[src/rtl/assert_macros.svh]
// ----------------------------------------------------------------------------
// assert_macros.svh
// Clocked assertion shorthands shared by the key matrix debounce RTL.
// ----------------------------------------------------------------------------
`ifndef ASSERT_MACROS_SVH
`define ASSERT_MACROS_SVH

// plain property, checked on every clk edge outside reset
`define KMDR_ASSERT(lbl, prop, msg) \
	lbl: assert property (@(posedge clk) disable iff (!arst_n) (prop)) \
	else $error(msg);

// implication form: ante |-> cons
`define KMDR_ASSERT_IMPL(lbl, ante, cons, msg) \
	lbl: assert property (@(posedge clk) disable iff (!arst_n) (ante) |-> (cons)) \
	else $error(msg);

`endif

[src/rtl/kmdr_pkg.sv]
// ----------------------------------------------------------------------------
// kmdr_pkg
// Shared widths, register codes and chain word types.
// ----------------------------------------------------------------------------
package kmdr_pkg;

	localparam int unsigned TIME_W    = 32;
	localparam int unsigned KEY_W     = 16;
	localparam int unsigned DEB_W     = 16;
	localparam int unsigned CODE_W    = 8;
	localparam int unsigned COUNT_W   = 3;
	localparam int unsigned MAX_SLOTS = 6;
	localparam int unsigned MAP_W     = 64;

	// register indexes (paddr[4:3])
	localparam logic [1:0] REG_DEBOUNCE = 2'd0;
	localparam logic [1:0] REG_KEYMAP_LO = 2'd1;
	localparam logic [1:0] REG_KEYMAP_HI = 2'd2;

	// scan word walking down the chain
	typedef struct packed {
		logic              valid;
		logic [TIME_W-1:0] now_ms;
		logic [KEY_W-1:0]  raw_keys;
	} scan_t;

	// partial report built up cell by cell
	typedef struct packed {
		logic                               changed;
		logic [COUNT_W-1:0]                 code_count;
		logic [MAX_SLOTS-1:0][CODE_W-1:0]   keycode;
		logic [KEY_W-1:0]                   debounced_keys;
	} acc_t;

endpackage

[src/rtl/kmdr_cell.sv]
// ----------------------------------------------------------------------------
// kmdr_cell
// One key: debounce state plus its contribution to the report.
// ----------------------------------------------------------------------------
module kmdr_cell #(
	parameter int unsigned KEY          = 0,
	parameter int unsigned REPORT_SLOTS = 6
) (
	input  logic                       clk,
	input  logic                       arst_n,
	input  logic                       en,
	input  logic [kmdr_pkg::DEB_W-1:0]  hold_off_ms,
	input  logic [kmdr_pkg::CODE_W-1:0] keycode,
	input  kmdr_pkg::scan_t            scan_in,
	input  kmdr_pkg::acc_t             acc_in,
	output kmdr_pkg::scan_t            scan_out,
	output kmdr_pkg::acc_t             acc_out
);
	import kmdr_pkg::*;
	`include "assert_macros.svh"

	logic              pressed_q;
	logic [TIME_W-1:0] change_time_q;
	logic              valid_s1;
	logic [TIME_W-1:0] now_s1;
	logic [KEY_W-1:0]  raw_s1;
	acc_t              acc_s1;

	logic [TIME_W-1:0] elapsed;
	logic              flip;
	logic              pressed_next;
	acc_t              acc_next;

	always_comb begin
		elapsed      = scan_in.now_ms - change_time_q;
		flip         = (elapsed > {{(TIME_W-DEB_W){1'b0}}, hold_off_ms})
		               && (scan_in.raw_keys[KEY] != pressed_q);
		pressed_next = flip ? scan_in.raw_keys[KEY] : pressed_q;

		acc_next                     = acc_in;
		acc_next.changed             = acc_in.changed | flip;
		acc_next.debounced_keys[KEY] = pressed_next;
		if (pressed_next && (acc_in.code_count < COUNT_W'(REPORT_SLOTS))) begin
			acc_next.keycode[acc_in.code_count] = keycode;
			acc_next.code_count                 = acc_in.code_count + COUNT_W'(1);
		end
	end

	// key state and stage valid
	always_ff @(posedge clk or negedge arst_n) begin
		if (!arst_n) begin
			pressed_q     <= 1'b0;
			change_time_q <= '0;
			valid_s1      <= 1'b0;
		end else if (en) begin
			valid_s1 <= scan_in.valid;
			if (scan_in.valid && flip) begin
				pressed_q     <= pressed_next;
				change_time_q <= scan_in.now_ms;
			end
		end
	end

	// stage payload
	always_ff @(posedge clk) begin
		if (en) begin
			now_s1 <= scan_in.now_ms;
			raw_s1 <= scan_in.raw_keys;
			acc_s1 <= acc_next;
		end
	end

	assign scan_out = '{valid: valid_s1, now_ms: now_s1, raw_keys: raw_s1};
	assign acc_out  = acc_s1;

	`KMDR_ASSERT_IMPL(a_stall_holds_key, !en, ##1 $stable(pressed_q),
		"key state moved during stall")
	`KMDR_ASSERT_IMPL(a_count_in_range, valid_s1,
		acc_s1.code_count <= COUNT_W'(REPORT_SLOTS), "slot count overflow")
	`KMDR_ASSERT_IMPL(a_bitmap_matches_state, valid_s1,
		acc_s1.debounced_keys[KEY] == pressed_q, "reported bit differs from key state")

endmodule

[src/rtl/kmdr_out.sv]
// ----------------------------------------------------------------------------
// kmdr_out
// Output register with skid slot; packs the finished report.
// ----------------------------------------------------------------------------
module kmdr_out (
	input  logic           clk,
	input  logic           arst_n,
	input  logic           in_valid,
	input  kmdr_pkg::acc_t in_acc,
	output logic           advance,
	output logic           m_tvalid,
	input  logic           m_tready,
	output logic [71:0]    m_tdata,
	output logic           m_tuser
);
	import kmdr_pkg::*;
	`include "assert_macros.svh"

	logic skid_full_q;
	acc_t out_acc_q;
	acc_t skid_acc_q;
	logic take;
	logic arrive;

	assign take    = m_tvalid && m_tready;
	assign advance = !skid_full_q;
	assign arrive  = advance && in_valid;

	always_ff @(posedge clk or negedge arst_n) begin
		if (!arst_n) begin
			m_tvalid    <= 1'b0;
			skid_full_q <= 1'b0;
		end else if (skid_full_q) begin
			if (take) begin
				skid_full_q <= 1'b0;
			end
		end else if (!m_tvalid || take) begin
			m_tvalid <= arrive;
		end else if (arrive) begin
			skid_full_q <= 1'b1;
		end
	end

	always_ff @(posedge clk) begin
		if (skid_full_q) begin
			if (take) begin
				out_acc_q <= skid_acc_q;
			end
		end else if (!m_tvalid || take) begin
			out_acc_q <= in_acc;
		end else begin
			skid_acc_q <= in_acc;
		end
	end

	// low to high: code_count, keycode_0..5, debounced_keys, zero pad
	assign m_tdata = {5'd0, out_acc_q.debounced_keys, out_acc_q.keycode[5],
	                  out_acc_q.keycode[4], out_acc_q.keycode[3], out_acc_q.keycode[2],
	                  out_acc_q.keycode[1], out_acc_q.keycode[0], out_acc_q.code_count};
	assign m_tuser = out_acc_q.changed;

	`KMDR_ASSERT_IMPL(a_skid_implies_out, skid_full_q, m_tvalid,
		"skid holds a word while output is empty")

endmodule

[src/rtl/key_matrix_debounce_report.sv]
// ----------------------------------------------------------------------------
// key_matrix_debounce_report
// Per-key debounce of a scanned key matrix with a six-key report.
// ----------------------------------------------------------------------------
// Takes one scan word per clock, back to back. Each key of the ROWS x COLS
// matrix owns one cell in a chain; a scan walks the chain one cell per cycle,
// each cell updating its own debounced bit and change time and dropping its
// keycode into the next free report slot. The report is registered in each
// key cell in turn and then in the output register. The output stage has a
// skid slot, so the input keeps flowing while one report waits; s_tready
// drops only when both the output register and the skid slot are full, and
// the whole chain then holds. Registers are to be written through the APB
// port only while no scan is in flight; the block does not enforce this.
// ----------------------------------------------------------------------------
module key_matrix_debounce_report #(
	parameter int unsigned ROWS         = 3,
	parameter int unsigned COLS         = 3,
	parameter int unsigned REPORT_SLOTS = 6
) (
	input  logic        clk,
	input  logic        arst_n,
	// scan input
	input  logic        s_tvalid,
	output logic        s_tready,
	input  logic [47:0] s_tdata,   // [31:0] now_ms, [47:32] raw_keys
	// report output
	output logic        m_tvalid,
	input  logic        m_tready,
	output logic [71:0] m_tdata,   // [2:0] code_count, [10:3] keycode_0, [18:11] keycode_1,
	                               // [26:19] keycode_2, [34:27] keycode_3, [42:35] keycode_4,
	                               // [50:43] keycode_5, [66:51] debounced_keys, [71:67] zero
	output logic        m_tuser,   // [0] report_valid
	// register port
	input  logic        psel,
	input  logic        penable,
	input  logic        pwrite,
	input  logic [4:0]  paddr,
	input  logic [63:0] pwdata,
	output logic [63:0] prdata,
	output logic        pready
);
	import kmdr_pkg::*;

	localparam int unsigned NKEYS = ROWS * COLS;

	// configuration registers
	logic [DEB_W-1:0] hold_off_ms_q;
	logic [MAP_W-1:0] keymap_low_q;
	logic [MAP_W-1:0] keymap_high_q;
	logic [1:0]       reg_idx;
	logic             wr_en;
	logic [2*MAP_W-1:0] keymap;

	// chain
	scan_t scan_c [NKEYS+1];
	acc_t  acc_c  [NKEYS+1];
	logic  advance;

	// ---------------- register port ----------------
	assign pready  = 1'b1;
	assign reg_idx = paddr[4:3];
	assign wr_en   = psel && penable && pwrite;

	always_ff @(posedge clk or negedge arst_n) begin
		if (!arst_n) begin
			hold_off_ms_q <= DEB_W'(5);
			keymap_low_q  <= '0;
			keymap_high_q <= '0;
		end else if (wr_en) begin
			unique case (reg_idx)
				REG_DEBOUNCE:  hold_off_ms_q <= pwdata[DEB_W-1:0];
				REG_KEYMAP_LO: keymap_low_q  <= pwdata;
				REG_KEYMAP_HI: keymap_high_q <= pwdata;
				default: ;
			endcase
		end
	end

	always_comb begin
		unique case (reg_idx)
			REG_DEBOUNCE:  prdata = {{(MAP_W-DEB_W){1'b0}}, hold_off_ms_q};
			REG_KEYMAP_LO: prdata = keymap_low_q;
			REG_KEYMAP_HI: prdata = keymap_high_q;
			default:       prdata = '0;
		endcase
	end

	assign keymap = {keymap_high_q, keymap_low_q};

	// ---------------- key cell chain ----------------
	assign s_tready  = advance;
	assign scan_c[0] = '{valid: s_tvalid && advance, now_ms: s_tdata[31:0],
	                     raw_keys: s_tdata[47:32]};
	assign acc_c[0]  = '0;

	for (genvar k = 0; k < NKEYS; k++) begin : g_key
		kmdr_cell #(
			.KEY          (k),
			.REPORT_SLOTS (REPORT_SLOTS)
		) u_cell (
			.clk         (clk),
			.arst_n      (arst_n),
			.en          (advance),
			.hold_off_ms (hold_off_ms_q),
			.keycode     (keymap[k*CODE_W +: CODE_W]),
			.scan_in     (scan_c[k]),
			.acc_in      (acc_c[k]),
			.scan_out    (scan_c[k+1]),
			.acc_out     (acc_c[k+1])
		);
	end

	// ---------------- output stage ----------------
	kmdr_out u_out (
		.clk      (clk),
		.arst_n   (arst_n),
		.in_valid (scan_c[NKEYS].valid),
		.in_acc   (acc_c[NKEYS]),
		.advance  (advance),
		.m_tvalid (m_tvalid),
		.m_tready (m_tready),
		.m_tdata  (m_tdata),
		.m_tuser  (m_tuser)
	);

endmodule

[config.mk]
export PLATFORM = sky130hd
export DESIGN_NAME = key_matrix_debounce_report
export DESIGN_NICKNAME = d
export VERILOG_FILES = /design/src/rtl/kmdr_pkg.sv /design/src/rtl/kmdr_cell.sv /design/src/rtl/kmdr_out.sv /design/src/rtl/key_matrix_debounce_report.sv
export VERILOG_INCLUDE_DIRS = /design/src /design/src/rtl
export SDC_FILE = /design/constraint.sdc
export NUM_CORES = 2
export LEC_CHECK = 0
export BUFFER_PORTS_ARGS = -buffer_cell sky130_fd_sc_hd__buf_2
export CAP_MARGIN = 10
export CELL_PAD_IN_SITES_DETAIL_PLACEMENT = 1
export CELL_PAD_IN_SITES_GLOBAL_PLACEMENT = 2
export CORE_MARGIN = 1
export CORE_UTILIZATION = 30
export CTS_CLUSTER_SIZE = 40
export DETAILED_ROUTE_END_ITERATION = 8
export GPL_TIMING_DRIVEN = 1
export PLACE_DENSITY_LB_ADDON = 0.1
export SYNTH_ARGS = -nofsm -noshare
export SYNTH_HDL_FRONTEND = slang
export SYNTH_SLANG_ARGS = --single-unit
[constraint.sdc]
create_clock -name clk -period 56.5 [get_ports clk]
set_input_delay 14.125 -clock clk [delete_from_list [all_inputs] [get_ports clk]]
set_output_delay 14.125 -clock clk [all_outputs]
set_load 0.005 [all_outputs]
==> impl_metrics.toml <==
[synthesis]
yosys.area.top_type = "edfxtp_1"
synthAdderAreaFrac_pct = 8.041
synth.top_cell.area_share_pct = 36.02
netlist_area_sq_um = 69620
synth_seq_cells = 1287
synth.avg_cell_area_sq_um = 12.10
syn_inst = 5756
yosys.area_share.simple_pct = 8.485
synth_commonest_cells = "edfxtp_1, mux2_2, dfrtp_1, ha_1, inv_1"
synth_top_family_by_area = "multiplexers"
ys.flop_type = "edfxtp_1"
synth_edf_count = 835
synth_cell_types = 104
synthXorXnorAreaFrac_pct = 2.415
yosys_warnings = 0
synth_compound_area_share_pct = 11.53
synthMuxAreaShare_pct = 13.73
synth_most_common_cell = "edfxtp_1"
synthTopCellsByArea = "edfxtp_1, dfrtp_1, mux2_2"
async_reset_ff_share_pct = 35.12
ys_seq_area_share_pct = 52.27

[timing]
hold_violations = 0
tightest_slew_ps = 1263
fin_setup_tns_ps = 0
finalMaxSlewViolations = 0
clock.fmax_mhz = 33.07
rsz0062_at_grt = "false"
worst_slack_ps = 26260
holdWs_ps = 405.1
fin_skew_ps = 54.95
layout_min_cycle_time_ps = 30240
finalSetupViolCount = 0
max-slew-margin-rel_pct = 14.61
finalCritPeriodShare_pct = 53.53

[worst_setup_path]
critical-path-top-delay-family = "buffers and inverters"
slowest_stage = "buf_4"
crit_top_cell = "buf_2"
endpoint_kind = "output pin"
r2r_cells = 16
worst-path-stages = 6
crit_type = "input port to output pin"
cp.arrival_ps = 16120
cp_cell_sequence = "buf_2, nor2b_4, buf_4, nand2_1, o21ai_0, buf_2"
timing.critical_path.buf_inv = 3
crit_path_max_fanout = 58
start_kind = "input port"
required_ps = 42380
worst_path_largest_cell_delay_ps = 630

[floorplan]
die_height_um = 483.7
dieArea_sq_um = 234000
ioPinCount = 264
rows = 176
core_sq_um = 230300
initial_core_util_pct = 30.22
die_w_um = 483.7

[global_route]
overflow = 0
grt_max_degree = 184
grt_pass1_wl_um = 313100
grt_pass1_vias = 48470
grt_usage_pct = 17.53
grt_antenna_before_repair = 15

[place]
hpwl_um = 157600
port_buffers = 240
pre_cts_slack_ps = 26190
gp_congestion = 0.8320

[clock_tree]
postCtsSetupBuffers = 0
insertion_delay_ps = 820
max-clock-path-buffers = 3
cts_tree = "built"
htreeDepth = 4
cts_made_buffers = 155
root_buffer = "clkbuf_16"
cts.sinks = 1287
cts_resized = 0
cts_hold_buf = 0
clkTransAtPathRegs_ps = 60

[job]
maxCapViolCount = 0

[finish]
nNetsFinal = 6566
fillers = 24680
areaGrowthSynthToFinish_pct = 14.24
drive_gt1_share_pct = 21.42
finalCoreUtilization_pct = 34.53

[run_status]
outcome = "finished clean"

[routing]
wl_per_cell_um = 22.50
antenna_left = 0
drt_iter0_markers = 2214
vias = 45450
via_per_inst = 4.960
drc = 0
finalWirelength_um = 206200
dr.pass1.iters = 5

[worst_hold_path]
min_path_type = "flop to flop"
whs_path_depth = 0
per-stage QoR:
step / instance area (sq um) / instances
floorplan: 69660 / 5767
global placement: 74200 / 8869
global route: 79520 / 9158
finish: 79530 / 9163
CTS: 79510 / 9155
detailed placement: 74200 / 8869
state kept, by name, summed over array words and instances, names as in the netlist:
name / flops
g_key.u_cell.acc_out: 421
keymap_high_q: 64
g_key.u_cell.pressed_q: 9
u_out.m_tvalid: 1
keymap_low_q: 64
g_key.u_cell.now_s1: 256
g_key.u_cell.raw_s1: 36
hold_off_ms_q: 16
g_key.u_cell.valid_s1: 9
u_out.skid_full_q: 1
u_out.skid_acc_q: 61
u_out.m_tdata: 60
g_key.u_cell.change_time_q: 288
u_out.m_tuser: 1
metal layers:
layer  routed length [um]  GRT usage [%]  vias to the layer above  part of all wire (%)
li1                     -              -                    22000                     -
met1                98320          23.69                    22640                    48
met2                96730          29.16                      541                    47
met3                 5634          2.362                      253                   2.7
met4                 5432          4.942                       12                   2.6
met5                   69              0                        -                 0.033
cells by family (layout without fill, tap and decap cells):
kind of cell	Yosys count	after routing
AO/OA/AOI/OAI	1218	1218
XOR/XNOR	192	192
adder cells (fa/ha/maj)	442	442
buffers and inverters	615	977
flip-flops	1287	1287
multiplexers	851	851
other	2	21
AND/OR/NAND/NOR	1149	1149
cell type report:
type	instances	area (sq um)	share of cell area, %
inverters	396	1494	1.878
clock inverters	77	1050	1.320
well taps	3026	3786	4.761
multi-input cells	3865	30890	38.84
clock buffers	209	4263	5.360
flip-flops and latches	1287	36390	45.76
diodes	8	20.02	0.02517
repair buffers	295	1637	2.058
worst paths after layout:
kind                                       startpoint                           endpoint  slack [ps]
max                                          paddr[4]                         prdata[10]       26260
min                        g_key[5].u_cell.acc_out[2]         g_key[6].u_cell.acc_out[2]         410
max reg2reg                 g_key[7].u_cell.now_s1[1]        g_key[8].u_cell.acc_out[25]       48990
min reg2reg                g_key[5].u_cell.acc_out[2]         g_key[6].u_cell.acc_out[2]         410
max in group asynchronous                      arst_n  g_key[4].u_cell.change_time_q[21]       40080
min in group asynchronous                      arst_n  g_key[8].u_cell.change_time_q[15]       13270
cell usage in the layout (no fill, tap or decap), types with 28 or more instances in the layout:
cell / instances
dfrtp_1: 449
nand3_1: 82
mux2_1: 77
nand2b_1: 46
o21a_1: 64
clkbuf_1: 37
nor2b_1: 47
mux2i_1: 44
xnor2_1: 136
a22o_1: 54
ha_1: 433
edfxtp_1: 835
nand2_1: 310
nand4_1: 98
a211oi_1: 40
and2_1: 48
nor2_1: 228
and3_1: 55
o211ai_1: 44
or3_1: 28
a21oi_1: 346
xor2_1: 56
buf_2: 239
mux2_2: 721
inv_1: 395
o21ai_0: 227
clkbuf_16: 156
o21bai_1: 39
a21o_1: 116
buf_4: 54
nor4_1: 29
nor3_1: 65
a31oi_1: 35
Power is not shown: default switching activity piles up to over one toggle a cycle in this logic, so the estimate is an artifact.
